<file path="src/asgm_pkg.sv">
package asgm_pkg;

  // Field and datapath widths
  localparam int COUNT_BITS = 16;
  localparam int FRAC_BITS  = 8;
  localparam int TIME_W     = 32;
  localparam int SCALE_W    = 16;
  localparam int DEB_W      = 8;
  localparam int VALUE_W    = 32;
  localparam int PROD_W     = SCALE_W + COUNT_BITS;
  localparam int NUM_W      = PROD_W + FRAC_BITS;

  typedef logic [TIME_W-1:0]     time_t;
  typedef logic [SCALE_W-1:0]    scale_t;
  typedef logic [DEB_W-1:0]      deb_t;
  typedef logic [COUNT_BITS-1:0] count_t;
  typedef logic [PROD_W-1:0]     prod_t;
  typedef logic [NUM_W-1:0]      num_t;
  typedef logic [VALUE_W-1:0]    value_t;

  // Request opcodes
  typedef enum logic [1:0] {
    OP_PULSE = 2'd0,
    OP_SPEED = 2'd1,
    OP_GUST  = 2'd2,
    OP_NONE  = 2'd3
  } opcode_t;

  // Configuration register indexes
  localparam logic [0:0] REG_DEBOUNCE = 1'b0;
  localparam logic [0:0] REG_SCALE    = 1'b1;

  // Result kinds
  localparam logic KIND_SPEED = 1'b0;
  localparam logic KIND_GUST  = 1'b1;

  // Reset values
  localparam deb_t   DEBOUNCE_RESET = 8'd10;
  localparam scale_t SCALE_RESET    = 16'd1492;
  localparam time_t  NO_PERIOD      = '1;

  // Commands from the sequencer to the pulse tracker
  typedef struct packed {
    logic go;
    logic clear_count;
    logic clear_gust;
  } pulse_cmd_t;

  // Status from the pulse tracker
  typedef struct packed {
    logic   done;
    count_t count;
    time_t  shortest;
  } pulse_stat_t;

endpackage

</file>
<file path="src/asgm_pulse.sv">
module asgm_pulse (
  input  logic                 clk,
  input  logic                 rst,
  input  asgm_pkg::pulse_cmd_t cmd,
  input  asgm_pkg::time_t      time_ms,
  input  asgm_pkg::deb_t       debounce_ms,
  output asgm_pkg::pulse_stat_t stat
);

  asgm_pkg::time_t  last_pulse_time;
  logic             half_turn_phase;
  logic             have_rotation_time;
  asgm_pkg::time_t  rotation_start_time;
  asgm_pkg::count_t rotation_count;
  asgm_pkg::time_t  shortest_period;
  logic             pend;
  logic             accept_q;
  asgm_pkg::time_t  now_q;

  asgm_pkg::time_t  since;
  logic             since_ok;
  asgm_pkg::time_t  period;

  // On a pulse request: debounce check against the last accepted pulse.
  assign since    = time_ms - last_pulse_time;
  assign since_ok = since > asgm_pkg::time_t'(debounce_ms);

  // Update step, from the registered timestamp: rotation period since the start of the current turn.
  assign period = now_q - rotation_start_time;

  // Pulse timestamp, held for the update cycle.
  always_ff @(posedge clk) begin
    if (cmd.go) begin
      now_q <= time_ms;
    end
  end

  // Pulse state update and clears requested by the read paths.
  always_ff @(posedge clk) begin
    if (rst) begin
      last_pulse_time     <= '0;
      half_turn_phase     <= 1'b0;
      have_rotation_time  <= 1'b0;
      rotation_start_time <= '1;
      rotation_count      <= '0;
      shortest_period     <= asgm_pkg::NO_PERIOD;
      pend                <= 1'b0;
      accept_q            <= 1'b0;
    end else begin
      pend <= cmd.go;
      if (cmd.go) begin
        accept_q <= since_ok;
      end
      if (pend && accept_q) begin
        if (!half_turn_phase) begin
          if (have_rotation_time && (period < shortest_period)) begin
            shortest_period <= period;
          end
          if (rotation_count != '1) begin
            rotation_count <= rotation_count + 1'b1;
          end
          rotation_start_time <= now_q;
          have_rotation_time  <= 1'b1;
          half_turn_phase     <= 1'b1;
        end else begin
          half_turn_phase <= 1'b0;
        end
        last_pulse_time <= now_q;
      end
      if (cmd.clear_count) begin
        rotation_count <= '0;
      end
      if (cmd.clear_gust) begin
        shortest_period <= asgm_pkg::NO_PERIOD;
      end
    end
  end

  assign stat.done     = pend;
  assign stat.count    = rotation_count;
  assign stat.shortest = shortest_period;

endmodule

</file>
<file path="src/asgm_mul.sv">
module asgm_mul (
  input  logic              clk,
  input  logic              rst,
  input  logic              go,
  input  asgm_pkg::scale_t  scale,
  input  asgm_pkg::count_t  count,
  output logic              done,
  output asgm_pkg::prod_t   product
);

  localparam int MCNT_W = $clog2(asgm_pkg::SCALE_W + 1);

  logic                busy;
  logic [MCNT_W-1:0]   cnt;
  asgm_pkg::count_t    mcand;
  asgm_pkg::scale_t    mplier;
  asgm_pkg::prod_t     acc;
  logic                done_q;

  // Shift-add multiplier, one bit of the scale per cycle, most significant first.
  always_ff @(posedge clk) begin
    if (go) begin
      mcand  <= count;
      mplier <= scale;
      acc    <= '0;
    end else if (busy) begin
      acc    <= {acc[asgm_pkg::PROD_W-2:0], 1'b0} +
                (mplier[asgm_pkg::SCALE_W-1] ? asgm_pkg::prod_t'(mcand) : '0);
      mplier <= {mplier[asgm_pkg::SCALE_W-2:0], 1'b0};
    end
  end

  // Step counter and completion flag.
  always_ff @(posedge clk) begin
    if (rst) begin
      busy   <= 1'b0;
      cnt    <= '0;
      done_q <= 1'b0;
    end else begin
      done_q <= busy && (cnt == MCNT_W'(1));
      if (go) begin
        busy <= 1'b1;
        cnt  <= MCNT_W'(asgm_pkg::SCALE_W);
      end else if (busy) begin
        cnt <= cnt - 1'b1;
        if (cnt == MCNT_W'(1)) begin
          busy <= 1'b0;
        end
      end
    end
  end

  assign done    = done_q;
  assign product = acc;

endmodule

</file>
<file path="src/asgm_div.sv">
module asgm_div (
  input  logic             clk,
  input  logic             rst,
  input  logic             go,
  input  asgm_pkg::num_t   num,
  input  asgm_pkg::time_t  den,
  output logic             done,
  output asgm_pkg::value_t quotient
);

  localparam int DCNT_W = $clog2(asgm_pkg::NUM_W + 1);

  logic                      busy;
  logic [DCNT_W-1:0]         cnt;
  logic                      done_q;
  asgm_pkg::num_t            numsh;
  asgm_pkg::num_t            quo;
  asgm_pkg::time_t           rem;
  asgm_pkg::time_t           den_q;

  logic [asgm_pkg::TIME_W:0] trial;
  logic [asgm_pkg::TIME_W:0] diff;
  logic                      fits;

  // Restoring division step: bring down one numerator bit, subtract if it fits.
  assign trial = {rem, numsh[asgm_pkg::NUM_W-1]};
  assign diff  = trial - {1'b0, den_q};
  assign fits  = trial >= {1'b0, den_q};

  always_ff @(posedge clk) begin
    if (go) begin
      numsh <= num;
      den_q <= den;
      rem   <= '0;
      quo   <= '0;
    end else if (busy) begin
      numsh <= {numsh[asgm_pkg::NUM_W-2:0], 1'b0};
      rem   <= fits ? diff[asgm_pkg::TIME_W-1:0] : trial[asgm_pkg::TIME_W-1:0];
      quo   <= {quo[asgm_pkg::NUM_W-2:0], fits};
    end
  end

  // Step counter and completion flag.
  always_ff @(posedge clk) begin
    if (rst) begin
      busy   <= 1'b0;
      cnt    <= '0;
      done_q <= 1'b0;
    end else begin
      done_q <= busy && (cnt == DCNT_W'(1));
      if (go) begin
        busy <= 1'b1;
        cnt  <= DCNT_W'(asgm_pkg::NUM_W);
      end else if (busy) begin
        cnt <= cnt - 1'b1;
        if (cnt == DCNT_W'(1)) begin
          busy <= 1'b0;
        end
      end
    end
  end

  // Saturate a quotient that does not fit the result field.
  generate
    if (asgm_pkg::NUM_W > asgm_pkg::VALUE_W) begin : g_sat
      assign quotient = (|quo[asgm_pkg::NUM_W-1:asgm_pkg::VALUE_W]) ? '1 :
                        quo[asgm_pkg::VALUE_W-1:0];
    end else begin : g_fit
      assign quotient = asgm_pkg::value_t'(quo);
    end
  endgenerate

  assign done = done_q;

endmodule

</file>
<file path="src/anemometer_speed_gust_meter.sv">
// Anemometer speed and gust meter.
// Input channel (in_valid/in_ready) carries one request: opcode and a millisecond
// timestamp. A pulse request updates the rotation tracking and gives no result; a
// speed or gust read gives exactly one result on the output channel
// (out_valid/out_ready) as result_kind and wind_value in 1/256 mph.
// One request is worked on at a time. A speed read runs a shift-add multiplier
// over the SCALE_W = 16 scale bits and then a radix-2 divider over the NUM_W = 40
// numerator bits. A gust read uses the divider alone. A speed read with zero
// elapsed time, or a gust read with no usable period, skips both and gives zero.
// The result sits in an output register, so the block takes the next request while
// a result waits; a further read finishes its work and then holds until the output
// register is taken. in_ready is low while a request is being worked on.
// Configuration writes (cfg_we, cfg_index, cfg_data) take effect at once and are
// meant for idle periods. Reset clears all tracking state, empties the output and
// restores debounce 10 ms and scale 1492.
module anemometer_speed_gust_meter (
  input  logic        clk,
  input  logic        rst,
  input  logic        in_valid,
  output logic        in_ready,
  input  logic [1:0]  opcode,
  input  logic [31:0] time_ms,
  output logic        out_valid,
  input  logic        out_ready,
  output logic        result_kind,
  output logic [31:0] wind_value,
  input  logic        cfg_we,
  input  logic [0:0]  cfg_index,
  input  logic [15:0] cfg_data
);

  typedef enum logic [4:0] {
    ST_IDLE  = 5'b00001,
    ST_PULSE = 5'b00010,
    ST_MUL   = 5'b00100,
    ST_DIV   = 5'b01000,
    ST_RES   = 5'b10000
  } state_t;

  state_t                state;
  state_t                state_next;
  asgm_pkg::deb_t        debounce_ms;
  asgm_pkg::scale_t      speed_scale;
  asgm_pkg::time_t       window_start_time;
  asgm_pkg::time_t       den;
  asgm_pkg::value_t      res_value;
  logic                  res_kind;

  asgm_pkg::opcode_t     op;
  logic                  accept;
  asgm_pkg::time_t       elapsed;
  logic                  elapsed_zero;
  logic                  gust_ok;
  logic                  load_out;
  asgm_pkg::pulse_cmd_t  pulse_cmd;
  asgm_pkg::pulse_stat_t pulse_stat;
  logic                  mul_go;
  logic                  mul_done;
  asgm_pkg::prod_t       mul_product;
  logic                  div_go;
  logic                  div_done;
  asgm_pkg::num_t        div_num;
  asgm_pkg::time_t       div_den;
  asgm_pkg::value_t      div_quotient;

  // Request decode.
  assign in_ready     = (state == ST_IDLE);
  assign accept       = in_valid && in_ready;
  assign op           = asgm_pkg::opcode_t'(opcode);
  assign elapsed      = time_ms - window_start_time;
  assign elapsed_zero = (elapsed == '0);
  assign gust_ok      = (pulse_stat.shortest != asgm_pkg::NO_PERIOD) &&
                        (pulse_stat.shortest != '0);

  // Commands to the pulse tracker.
  assign pulse_cmd.go          = accept && (op == asgm_pkg::OP_PULSE);
  assign pulse_cmd.clear_count = accept && (op == asgm_pkg::OP_SPEED);
  assign pulse_cmd.clear_gust  = accept && (op == asgm_pkg::OP_GUST) && gust_ok;

  // Multiplier and divider starts; the divider numerator depends on the read kind.
  assign mul_go  = accept && (op == asgm_pkg::OP_SPEED) && !elapsed_zero;
  assign div_go  = mul_done || pulse_cmd.clear_gust;
  assign div_num = (state == ST_MUL) ?
                   (asgm_pkg::num_t'(mul_product) << asgm_pkg::FRAC_BITS) :
                   (asgm_pkg::num_t'(speed_scale) << asgm_pkg::FRAC_BITS);
  assign div_den = (state == ST_MUL) ? den : pulse_stat.shortest;

  assign load_out = (state == ST_RES) && (!out_valid || out_ready);

  asgm_pulse u_pulse (
    .clk         (clk),
    .rst         (rst),
    .cmd         (pulse_cmd),
    .time_ms     (time_ms),
    .debounce_ms (debounce_ms),
    .stat        (pulse_stat)
  );

  asgm_mul u_mul (
    .clk     (clk),
    .rst     (rst),
    .go      (mul_go),
    .scale   (speed_scale),
    .count   (pulse_stat.count),
    .done    (mul_done),
    .product (mul_product)
  );

  asgm_div u_div (
    .clk      (clk),
    .rst      (rst),
    .go       (div_go),
    .num      (div_num),
    .den      (div_den),
    .done     (div_done),
    .quotient (div_quotient)
  );

  // Sequencer next state.
  always_comb begin
    state_next = state;
    case (state)
      ST_IDLE: begin
        if (accept) begin
          case (op)
            asgm_pkg::OP_PULSE: state_next = ST_PULSE;
            asgm_pkg::OP_SPEED: state_next = elapsed_zero ? ST_RES : ST_MUL;
            asgm_pkg::OP_GUST:  state_next = gust_ok ? ST_DIV : ST_RES;
            default:            state_next = ST_IDLE;
          endcase
        end
      end
      ST_PULSE: begin
        if (pulse_stat.done) begin
          state_next = ST_IDLE;
        end
      end
      ST_MUL: begin
        if (mul_done) begin
          state_next = ST_DIV;
        end
      end
      ST_DIV: begin
        if (div_done) begin
          state_next = ST_RES;
        end
      end
      ST_RES: begin
        if (load_out) begin
          state_next = ST_IDLE;
        end
      end
      default: state_next = ST_IDLE;
    endcase
  end

  // Control state, configuration and the speed window.
  always_ff @(posedge clk) begin
    if (rst) begin
      state             <= ST_IDLE;
      debounce_ms       <= asgm_pkg::DEBOUNCE_RESET;
      speed_scale       <= asgm_pkg::SCALE_RESET;
      window_start_time <= '0;
      out_valid         <= 1'b0;
    end else begin
      state <= state_next;
      if (cfg_we) begin
        case (cfg_index)
          asgm_pkg::REG_DEBOUNCE: debounce_ms <= cfg_data[asgm_pkg::DEB_W-1:0];
          asgm_pkg::REG_SCALE:    speed_scale <= cfg_data[asgm_pkg::SCALE_W-1:0];
          default:                ;
        endcase
      end
      if (pulse_cmd.clear_count) begin
        window_start_time <= time_ms;
      end
      if (load_out) begin
        out_valid <= 1'b1;
      end else if (out_ready) begin
        out_valid <= 1'b0;
      end
    end
  end

  // Result payload: set on acceptance for the short cases, by the divider otherwise.
  always_ff @(posedge clk) begin
    if (accept && (op == asgm_pkg::OP_SPEED)) begin
      res_kind  <= asgm_pkg::KIND_SPEED;
      res_value <= '0;
      den       <= elapsed;
    end else if (accept && (op == asgm_pkg::OP_GUST)) begin
      res_kind  <= asgm_pkg::KIND_GUST;
      res_value <= '0;
    end else if (div_done) begin
      res_value <= div_quotient;
    end
    if (load_out) begin
      result_kind <= res_kind;
      wind_value  <= res_value;
    end
  end

  // The sequencer state stays one-hot.
  a_state_onehot: assert property (@(posedge clk) disable iff (rst)
    $onehot(state))
    else $error("sequencer state is not one-hot");

  // The multiplier finishes only while a speed read waits for it.
  a_mul_done_state: assert property (@(posedge clk) disable iff (rst)
    mul_done |-> (state == ST_MUL))
    else $error("multiplier finished outside a speed read");

  // The divider finishes only while a read waits for it.
  a_div_done_state: assert property (@(posedge clk) disable iff (rst)
    div_done |-> (state == ST_DIV))
    else $error("divider finished outside a read");

  // An unused opcode leaves the block ready for the next request.
  a_unused_op_idle: assert property (@(posedge clk) disable iff (rst)
    (accept && (op == asgm_pkg::OP_NONE)) |=> (state == ST_IDLE))
    else $error("unused opcode started work");

endmodule

</file>
<file path="config.mk">
export PLATFORM = sky130hd
export DESIGN_NAME = anemometer_speed_gust_meter
export DESIGN_NICKNAME = d
export VERILOG_FILES = /design/src/asgm_pkg.sv /design/src/asgm_pulse.sv /design/src/asgm_mul.sv /design/src/asgm_div.sv /design/src/anemometer_speed_gust_meter.sv
export SDC_FILE = /design/constraint.sdc
export NUM_CORES = 1
export LEC_CHECK = 0
export BUFFER_PORTS_ARGS = -buffer_cell sky130_fd_sc_hd__buf_4
export CORE_MARGIN = 5
export CORE_UTILIZATION = 45
export CTS_CLUSTER_SIZE = 12
export DETAILED_ROUTE_END_ITERATION = 8
export PLACE_DENSITY = 0.7
export SYNTH_ARGS = -nofsm -noshare
export SYNTH_HDL_FRONTEND = slang
export SYNTH_HIERARCHICAL = 1
export SYNTH_SLANG_ARGS = --single-unit
</file>
<file path="constraint.sdc">
create_clock -name clk -period 11.6 [get_ports clk]
set_input_delay 2.32 -clock clk [delete_from_list [all_inputs] [get_ports clk]]
set_output_delay 2.32 -clock clk [all_outputs]
set_load 0.02 [all_outputs]
</file>
Word-level counts from Yosys, hierarchy flattened. Cells that the tools add are included.

$add $sub $neg: 8. $lt $le $gt $ge: 3. Equal/unequal tests: 16. Multiplexer cells: 31. Bitwise logic cells: 2. Reduce and logical (&&, ||, !) cells: 34.

Operators by type and width (count): 32-bit subtractor (4); 40-bit 2-to-1 mux (3); 32-bit 2-to-1 mux (3); 16-bit 2-to-1 mux (3); 5-bit 2-to-1 mux (9); 33-bit by 32-bit greater-or-equal comparator with 1-bit output (1); 32-bit adder (1); 32-bit by 8-bit > comparator with 1-bit output (1); 32-bit zero test (1); 32-bit < comparator (1); 32-bit inequality test (second input constant) (1); 32-bit nonzero test (1); 5-bit case mux with 5 select lines (1); 16-bit by 1-bit adder with 16-bit output (second input constant) (1); 16-bit inequality test (second input constant) (1); 5-bit case mux with 3 select lines (1); 1-bit logical AND (12); 6-bit 2-to-1 mux (2); 5-bit by 1-bit == test with 1-bit output (second input constant) (2); 2-bit OR reduction (5); 1-bit 2-to-1 mux (9); 2-bit by 1-bit inequality test with 1-bit output (second input constant) (4); 8-bit OR reduction (1); 6-bit by 1-bit == test with 1-bit output (second input constant) (1); 17 further kinds (25).

Register bits: 531. Output and inout port bits: 35. Word-level logic and storage cells: 128.

Logic depth before layout (Yosys ltp). Gate-level depths: netlist (run 1).

Word-level depth: 6. Depth in mapped cells: 22. Gate-level depth less buffers: 21.

Hierarchy. Netlist (run 1), hierarchy kept.

Modules (own cells, without submodules): asgm_pulse (times used 1, cells an instance 1198, area each 9771.9 um2); anemometer_speed_gust_meter (times used 1, cells an instance 901, area each 8439.3 um2); asgm_div (times used 1, cells an instance 800, area each 8082.8 um2); asgm_mul (times used 1, cells an instance 375, area each 3761.1 um2).

Worst setup path after synthesis (run 1). OpenSTA, ideal clock, no wires.

Path kind: in2reg. From: input in_valid. To: register u_pulse.accept_q. Data arrival time: 6.621 ns. Slack: 4.845 ns. Cell stages on the path: 11. Path buffers: 0. Cell sequence: nand2_1 -> nor3_1 -> inv_1 -> a2111oi_0 -> o221ai_1 -> nand4b_1 -> nor4_2 -> nand4_1 -> or4_1 -> nor4_1 -> a211oi_1.

RTL lines: from (decl) (line anemometer_speed_gust_meter.sv:19) `input logic in_valid,`; to (signal assigned) (line asgm_pulse.sv:52) `accept_q <= since_ok;`; to (decl) (line asgm_pulse.sv:17) `logic accept_q;`.

Worst setup path after layout (run 1).
From: input time_ms[0]. To: register u_mul.mplier[6], enable pin.

Longest elaborated chain between the ends: 5.

Ends and longest elaborated chain: from (decl) (line anemometer_speed_gust_meter.sv:22) `input logic [31:0] time_ms,`; 32-bit subtractor (line anemometer_speed_gust_meter.sv:70) `assign elapsed = time_ms - window_start_time;`; net elapsed[28] (line anemometer_speed_gust_meter.sv:51) `asgm_pkg::time_t elapsed;`; 32-bit zero test (line anemometer_speed_gust_meter.sv:71) `assign elapsed_zero = (elapsed == '0);`; 1-bit zero test (line anemometer_speed_gust_meter.sv:81) `assign mul_go = accept && (op == asgm_pkg::OP_SPEED) && !elapsed_zero;`; 1-bit logical AND (line anemometer_speed_gust_meter.sv:81); net mul_go (line anemometer_speed_gust_meter.sv:57) `logic mul_go;`; 2-bit nonzero test (no line); to (signal assigned) (line asgm_mul.sv:24) `mplier <= scale;`; to (signal assigned) (line asgm_mul.sv:29) `mplier <= {mplier[asgm_pkg::SCALE_W-2:0], 1'b0};`; to (decl) (line asgm_mul.sv:16) `asgm_pkg::scale_t mplier;`.

The timed path passes the listed nets, and every way through them passes these cells. A chain may end at the register's enable or synchronous reset.

==> run metrics, run 1 <==
outcome=finished clean; Synth Register Bits=531; post-synth top area cell=dfxtp_1; TritonCTS clock tree=done; largest net degree at the start of global routing=84; Worst-Margin Slew=1.134 ns; clock slew at reported path FFs=0.06 ns; Max Used Layer=met4; DR pass1 iterations=6; max_cap viols=0; synthesized area per cell=9.180 µm²; Gate Count Post-Synth=3274; layout net count=3544; Root Driver=clkbuf_16; most common cell in the netlist=nand2_1; worst path cell trace=buf_4, inv_1, ha_1, fa_1, nand2b_1, a21oi_1, o21ai_1, a211oi_1, o311ai_1, mux2i_1, or4_1, nor4_4, a31oi_4, buf_4, inv_1, nand2_1; Worst path slowest cell=or4_1; diode count=0; multi-input logic area=16040 µm²; Setup-failing EPs final=0; total core area=65980 µm²; Critical path buffers and inverters=4; Hold WC Path Type=flip-flop to flip-flop; crit end category=flip-flop; Primary FF master, synth=dfxtp_1; DRC Markers=0; synth top area cells=dfxtp_1 (22%), edfxtp_1 (20%), ha_1 (7.7%); Max Clock Freq=147.7 MHz; CP Launch Type=primary input; I/O Pins=91; first-pass GRT wire length=115700 µm; skew final=0.07214 ns; GP Congestion=0.8815; Global Route Usage Sum=19.22%; period utilization=58.37%; Async SR Flop Fraction=0%; post-synthesis sequential area ratio=42.06%; Setup Fix Bufs, Post-CTS=0; Max Transition Viols Final=0; Worst EP required=11.83 ns; initial antenna violation count=0; Starting Density=45.55%; Crit path max-delay family=simple AND/OR/NAND/NOR gates; DRT iter0 DRCs=1670; PwrDens=149.7 nW/µm²; critical path type=primary input to flip-flop; hold_ws=0.4322 ns; Via density=5.596; worst rel slew slack=24.10%; Yosys top cell area share=21.98%; Leakage Power=13.03 nW; hold_buf cts=0; Die Wd=268.4 µm; Die ar.=72060 µm²; WL/cell=16.91 µm; metal3 WL=3126 µm; final hold viol count=0; Detailed Place HPWL=51480 µm; Syn. warnings=6; post-synthesis cell area=30060 µm²; CP peak stage delay=0.59 ns; register cell area after layout=12650 µm²; RSZ-0062 raised after global routing=false; Cell variety after synth=100; vias=23580; PortBufs=90; Crit Path Max Fanout=70; fraction of layout cells with a size suffix above 1=11.65%; setup_tns=0 ns; Commonest cells post-synth=nand2_1 (350), dfxtp_1 (330), nor2_1 (293), a21oi_1 (255), inv_1 (220); num rows=94; Congestion Overflow GR=0; metal2 WL=31920 µm; CTS Sinks=531; die outline height=268.4 µm; H-Tree Depth=2; final WL=71250 µm; vias in the first global route=21790; clock buffer depth=3; Worst-Skew Late Latency=0.64 ns; Fillers=6038; Post-synth EDFFs=201; Antenna Nets Post-Route=0; met1 wire length=34410 µm; Worst EP arrival=7.00 ns; maximum vdd ir drop=0.1234 mV; Syn-to-layout area delta=10.99%; PostCTS Resize Cnt=0; total CTS buffers=58; Tmin final=6.771 ns
==> area by class of cell <==
| cell class | count | area share, % |
|---|---|---|
| Clock buffer | 87 | 5.015 |
| Clock inverter | 23 | 0.7727 |
| Inverter | 221 | 2.487 |
| Multi-Input combinational cell | 2376 | 48.07 |
| Sequential cell | 531 | 37.91 |
| Tap cell | 864 | 3.241 |
| Timing Repair Buffer | 111 | 2.498 |
==> layer usage <==
layer  up-vias  GRT usage [%]
li1      11830              -
met5         -              0
met1     11100          27.81
met4         0          5.013
met3       103          2.254
met2       542          30.89
==> cell families (layout without fill, tap and decap cells) <==
family / Yosys count / in the layout / share of synthesized area, %
xor gates and xnor gates: 115 / 115 / 3.351
muxes: 205 / 205 / 7.264
and+or+nand+nor: 1090 / 1090 / 17.39
AOI/OAI and AO/OA: 769 / 769 / 17.11
buffers and inverters: 374 / 442 / 4.817
DFF: 531 / 531 / 42.06
adders and majority gates: 189 / 189 / 7.993
other: 1 / 8 / 0.01248
==> sequential cells by signal, summed over array words and instances, names as in the netlist, 8 cells and up <==
signal / count
u_div/quo: 40
den: 32
u_pulse/now_q: 32
u_mul/product: 32
u_pulse/last_pulse_time: 32
u_pulse/shortest_period: 32
u_div/den_q: 32
window_start_time: 32
u_mul/mplier: 16
res_value: 32
u_mul/mcand: 16
debounce_ms: 8
u_div/rem: 32
wind_value: 32
u_pulse/rotation_count: 16
u_div/numsh: 40
speed_scale: 16
u_pulse/rotation_start_time: 32
==> placed cells by master (no fill, tap or decap), types with 11 or more instances in the layout <==
master,count
nand2_1,349
dfxtp_1,328
nor2_1,290
a21oi_1,255
inv_1,220
edfxtp_1,201
ha_1,184
buf_4,111
mux2_2,103
mux2i_1,100
o21ai_0,99
xnor2_1,71
nand3_1,63
a21o_1,62
clkbuf_16,60
and2_1,54
nor3_1,48
nand4_1,47
o211ai_1,47
xor2_1,44
a211oi_1,43
or2_2,42
a211o_1,36
nor4_1,30
nand2b_1,28
a31oi_1,26
or3_1,25
and3_1,22
o31ai_1,21
nand3b_1,20
clkbuf_1,20
nor2b_1,19
a311oi_1,17
o21a_1,17
a2111oi_0,13
nor3b_1,12
clkinv_2,11
==> power breakdown <==
part	total (W)	switching, W	internal [W]
Combinational	0.000899	0.000526	0.000373
Sequential	0.00224	0.000141	0.00210
Clock	0.00185	0.000766	0.00109
==> final timing paths <==
kind	slack, ns	startpoint	depth (start not counted)	end
max	4.83	time_ms[0]	16	u_mul/mplier[6]
max reg2reg	5.98	u_pulse/now_q[0]	22	u_pulse/shortest_period[30]
min	0.43	res_value[9]	0	wind_value[9]
min reg2reg	0.43	res_value[9]	0	wind_value[9]
==> stage by stage <==
| stage | util [%] | instances | cell area, µm² | setup slack, ns | power, W |
|---|---|---|---|---|---|
| 5_1_grt | 50.56 | 4213 | 33360 | 4.432 | 0.005256 |
| 6_report | 50.56 | 4213 | 33360 | 4.829 | 0.004993 |
| 3_3_place_gp | 47.63 | 4103 | 31430 | 4.300 | 0.003153 |
| 2_1_floorplan | - | 3281 | 30080 | 4.845 | 0.002931 |
| 4_1_cts | 50.56 | 4213 | 33360 | 4.843 | 0.005038 |
| 3_5_place_dp | 47.63 | 4103 | 31430 | 4.126 | 0.003165 |
Note: power is estimated with default switching activity, not from simulation.
==> run 2: changes to the inputs <==
- ABC_AREA: not set -> 1
- PLACE_DENSITY: 0.7 -> 0.72
- clock period: 11.6 -> 6.1 ns (I/O delays scaled with it)
==> run metrics, run 2 <==
Root Driver=clkbuf_16; RSZ-0062 raised after global routing=false; Tmin final=4.236 ns; Primary FF master, synth=dfxtp_1; Async SR Flop Fraction=0%; DRC Markers=0; worst rel slew slack=20.74%; Worst EP arrival=4.78 ns; Max Clock Freq=236.1 MHz; Detailed Place HPWL=67560 µm; post-synthesis sequential area ratio=38.86%; Synth Register Bits=531; setup_tns=0 ns; Antenna Nets Post-Route=0; Syn. warnings=6; placed instance count=5654; synth top area cells=dfxtp_1 (20%), edfxtp_1 (19%), nand2_1 (17%); Crit path top cell by count=nand2_1; Setup-failing EPs final=0; most frequent cells in the layout=nand2_1 (1503), inv_1 (830), nor2_1 (375); post-route cell area=35960 µm²; Max Used Layer=met5; metal2 WL=40480 µm; Yosys top cell area share=20.31%; Worst-Margin Slew=1.188 ns; crit end category=flip-flop; vias=29150; reg2reg setup slack=1.86 ns; die outline height=278.9 µm; post-synthesis cell area=32530 µm²; Worst-Skew Late Latency=0.63 ns; Congestion Overflow GR=0; Leakage Power=18.15 nW; Max Transition Viols Final=0; placed cell areas=34110 µm²; TritonCTS clock tree=done; critical path type=flip-flop to flip-flop; crit path capture=u_pulse/shortest_period[8]; PortBufs=90; first-pass GRT wire length=140800 µm; maximum vdd ir drop=0.2609 mV; worst path cell trace=inv_1, ha_1, inv_1, fa_1, nand3_1, nand2_1, a21boi_2, o21ai_0, xor2_1, ha_1, a21oi_1, nand3b_1, a21oi_1, nor2_1, a21boi_1, o21ai_2, nand2_1, buf_4, nand2_1, nand3_1; Global Route Usage Sum=21.88%; num rows=98; Hold WC Path Type=flip-flop to flip-flop; Cell variety after synth=60; Crit Path Max Fanout=17; Setup Fix Bufs, Post-CTS=0; synthesized area per cell=6.916 µm²; commonest non-fill, non-tap cell in the layout=nand2_1; PostCTS Resize Cnt=0; Layout Cells excl Fill=5764; Starting Density=45.43%; outcome=finished clean; CP peak stage delay=0.42 ns; Syn-to-layout area delta=10.54%; H-Tree Depth=2; hold_buf cts=0; GP Congestion=0.9972; I/O Pins=91; Die ar.=77770 µm²; CP Launch Type=flip-flop; Largest regs=u_div/numsh: 40 flops, u_div/quo: 40 flops; initial antenna violation count=3; final WL=88070 µm; WL/cell=15.28 µm; Commonest cells post-synth=nand2_1 (1503), inv_1 (831), nor2_1 (378), dfxtp_1 (330), nand3_1 (270); met1 wire length=40010 µm; metal3 WL=3997 µm; post-synth top area cell=dfxtp_1; total CTS buffers=59; Via density=5.057; Fillers=7189; most common cell in the netlist=nand2_1; fraction of layout cells with a size suffix above 1=6.546%; r2r worst-path depth=20; crit path from=u_pulse/now_q[0]; Worst path slowest cell=nand2_1; max_cap viols=0; Gate Count Post-Synth=4704; CTS Sinks=531; final hold viol count=0; Die Wd=278.9 µm; period utilization=69.44%; clock slew at reported path FFs=0.06 ns; PwrDens=245.0 nW/µm²; clock buffer depth=3; Worst EP required=6.65 ns; layout net count=5010; total core area=71610 µm²; largest net degree at the start of global routing=82; Post-synth EDFFs=201; reg2reg end=u_pulse/shortest_period[8]; DRT iter0 DRCs=2008; RR Startpoint=u_pulse/now_q[0]; vias in the first global route=27350; skew final=0.02505 ns; DR pass1 iterations=5
-- run 2: changes by cell type after synthesis, moves of 38 or more --
| cell | before | now |
|---|---|---|
| nand2_1 | 350 | 1503 |
| a21o_1 | 62 | 6 |
| nand3_1 | 63 | 270 |
| mux2i_1 | 100 | 0 |
| xnor2_1 | 71 | 16 |
| nor2_1 | 293 | 378 |
| inv_1 | 220 | 831 |
| mux2_2 | 103 | 0 |
| and2_1 | 54 | 6 |
| nand4_1 | 47 | 85 |
| o21ai_0 | 99 | 170 |
-- run 2: worst max-delay path: cells and delay by family, from the launching register on --
| family | cells | cell delay [ns] |
|---|---|---|
| compound gates | 6 | 0.96 |
| fa+ha+maj | 3 | 0.83 |
| xor+xnor | 1 | 0.34 |
| simple gates | 7 | 0.99 |
| flops | 1 | 0.37 |
| buf+inv | 3 | 0.65 |
-- run 2: worst min-delay path by stage --
stage	startpoint	endpoint	slack (ns)	cells after the start
finish	res_value[6]	wind_value[6]	0.43	0
global route	res_value[27]	wind_value[27]	0.43	0
CTS	res_value[27]	wind_value[27]	0.43	0
detailed placement	res_value[27]	wind_value[27]	0.41	0
global placement	res_value[5]	wind_value[5]	0.41	0
floorplan	res_kind	result_kind	0.41	0
-- run 2: cell type report --
cell class	instances	area (µm²)	area share, %
well taps	950	1189	3.305
diodes	2	5.005	0.01392
flip-flops and latches	531	12640	35.16
multi-input cells	3214	16250	45.19
repair buffers	114	855.8	2.380
clock inverters	24	192.7	0.5358
clock buffers	84	1653	4.596
inverters	845	3172	8.820
-- run 2: kinds of logic (layout without fill, tap and decap cells) --
family / Yosys count / count (layout) / share of synthesized area [%]
adder cells (fa/ha/maj): 189 / 189 / 7.385
flip-flops: 531 / 531 / 38.86
AND/OR/NAND/NOR: 2404 / 2404 / 31.10
XOR/XNOR: 63 / 63 / 1.765
other: 1 / 10 / 0.01153
AO/OA/AOI/OAI: 550 / 550 / 9.485
buffers and inverters: 966 / 1067 / 11.39
-- run 2: power by group --
group          internal [W]  switching, W
logic              0.000469      0.000866
clock network       0.00193       0.00146
registers           0.00391      0.000172
-- run 2: metal layers --
| metal | GRT usage [%] | up-vias |
|---|---|---|
| met2 | 36.96 | 731 |
| li1 | - | 15050 |
| met1 | 28.98 | 13190 |
| met4 | 8.305 | 2 |
| met3 | 2.533 | 179 |
| met5 | 0 | - |
-- run 2: metrics by stage --
stage / util, % / hold WS (ns) / power [W] / setup WS, ns
floorplan: - / 0.4082 / 0.005078 / 0.9485
finish: 50.22 / 0.4258 / 0.008811 / 1.864
global placement: 47.63 / 0.4141 / 0.005445 / 1.325
global route: 50.21 / 0.4323 / 0.009254 / 1.507
CTS: 50.21 / 0.4273 / 0.008879 / 1.863
detailed placement: 47.63 / 0.4136 / 0.005470 / 1.225
==> run 3: changes to the inputs <==
- ABC_AREA: 1 -> 0
- clock period: 6.1 -> 3.75 ns (I/O delays scaled with it)
==> run metrics, run 3 (same netlist as run 1, synthesis figures left out) <==
Crit Path Max Fanout=7; Worst-Margin Slew=1.262 ns; reg2reg setup slack=-0.57 ns; hold path depth=3; Setup-failing EPs final=58; CP Launch Type=flip-flop; total core area=65980 µm²; largest net degree at the start of global routing=99; num rows=94; period utilization=115.1%; total CTS buffers=58; initial antenna violation count=3; DRT iter0 DRCs=2050; die outline height=268.4 µm; RR Startpoint=u_pulse/now_q[0]; reg2reg end=u_pulse/shortest_period[8]; final hold viol count=0; clock slew at reported path FFs=0.06 ns; Worst EP required=4.27 ns; worst rel slew slack=15.75%; hold_sp=cfg_data[8]; PortBufs=90; Hold WC Path Type=primary input to flip-flop; maximum vdd ir drop=0.3585 mV; Antenna Nets Post-Route=0; CTS Sinks=531; post-route cell area=38130 µm²; Max Transition Viols Final=0; commonest non-fill, non-tap cell in the layout=buf_4; PnR Total Power=0.01616 W; Detailed Place HPWL=58650 µm; Setup WS post-layout=-0.5659 ns; hold_ws=0.3243 ns; I/O Pins=91; Worst EP arrival=4.84 ns; WHS Endpoint=speed_scale[8]; Die ar.=72060 µm²; Congestion Overflow GR=0; fraction of layout cells with a size suffix above 1=26.18%; Global Route Usage Sum=21.59%; H-Tree Depth=2; PwrDens=423.9 nW/µm²; final WL=82960 µm; outcome=finished with violations; Die Wd=268.4 µm; layout net count=3997; Via density=5.600; Syn-to-layout area delta=26.87%; Tmin final=4.316 ns; Root Driver=clkbuf_16; clock buffer depth=3; TritonCTS clock tree=done; RSZ-0062 raised after global routing=true; Leakage Power=15.53 nW; Starting Density=45.55%; DR pass1 iterations=5; WL/cell=17.78 µm; skew final=0.04647 ns; vias in the first global route=24710; crit end category=flip-flop; max_cap viols=0; failing checks=setup timing; DRC Markers=0; Worst-Skew Late Latency=0.64 ns; most frequent cells in the layout=buf_4 (521), nand2_1 (329), dfxtp_1 (322); hold_buf cts=0; vias=26120; Max Clock Freq=231.7 MHz; r2r worst-path depth=23; Largest regs=u_div/numsh: 40 flops, u_div/quo: 40 flops; placed cell areas=34830 µm²; GP Congestion=0.9211; critical path type=flip-flop to flip-flop; first-pass GRT wire length=128500 µm
## run 3: changes by cell type in the layout (fill, tap and decap cells not counted), sizes merged, moves of 103 or more
cell,delta
mux2,+105
buf,+442
nand3,-223
inv,-626
nand2,-1177
nor2,-103
## run 3: cell type report
cell class	count	area, µm²
inverter	221	842.1
antenna	1	2.502
clock inverter	25	235.2
timing repair buffer	562	4623
fill	5549	27850
tap	864	1081
sequential	531	12650
multi-input combinational	2378	17000
clock buffer	83	1689
## run 3: report_power, final
group | switching [W] | total, W | internal (W)
registers | 0.000442 | 0.00693 | 0.00649
clock network | 0.00238 | 0.00567 | 0.00329
logic | 0.00194 | 0.00356 | 0.00162
## run 3: metrics by stage
step           utilization, %  setup slack [ns]  TNS, ns  cells
2_1_floorplan               -           -0.5513   -29.20   3281
3_3_place_gp            52.80            -1.023   -57.79   4507
3_5_place_dp            52.80            -1.046   -61.28   4507
4_1_cts                 56.40           -0.4201   -12.17   4633
5_1_grt                 57.79           -0.7839   -35.06   4665
6_report                57.79           -0.5659   -17.24   4665
## run 3: worst max path at each step
stage / start / to / slack, ns / cells past startpoint
after floorplan: time_ms[10] / u_mul/mplier[15] / -0.55 / 14
after global placement: time_ms[1] / u_pulse/accept_q / -1.02 / 20
after detailed placement: time_ms[0] / u_pulse/accept_q / -1.05 / 19
after CTS: u_pulse/now_q[0] / u_pulse/shortest_period[8] / -0.42 / 23
after global routing: u_pulse/now_q[0] / u_pulse/shortest_period[5] / -0.78 / 22
final: u_pulse/now_q[0] / u_pulse/shortest_period[8] / -0.57 / 23
## run 3: what timing repair did
action | 4_1_cts | 5_1_grt
cloned | 7 | 7
setup buffers | 12 | 29
pin swaps | 5 | 41
gates resized for setup | 58 | 139
endpoints found under the setup margin | 102 | 125
## run 3: worst max-delay path: stages, from the launching register on
cell      delay, ns
edfxtp_1       0.41
inv_2          0.11
ha_4           0.14
inv_2          0.04
fa_2           0.37
a211oi_4       0.24
o21ai_2        0.10
a41oi_2        0.21
o21ai_2        0.12
a31oi_2        0.19
o31ai_2        0.09
a31oi_1        0.22
xnor2_1        0.20
ha_1           0.31
nor2b_4        0.14
o21ai_2        0.10
and4b_1        0.21
nor2b_1        0.14
nand4_1        0.20
nand2_4        0.23
buf_12         0.14
buf_12         0.12
nand2_4        0.05
o211ai_1       0.13
## run 3: layer usage
metal | global-route usage [%] | vias up | part of all wire, %
met5 | 0 | - | 0.013
li1 | - | 12740 | -
met2 | 36.37 | 798 | 47
met4 | 6.101 | 2 | 2.7
met3 | 2.354 | 170 | 5.1
met1 | 29.74 | 12410 | 45
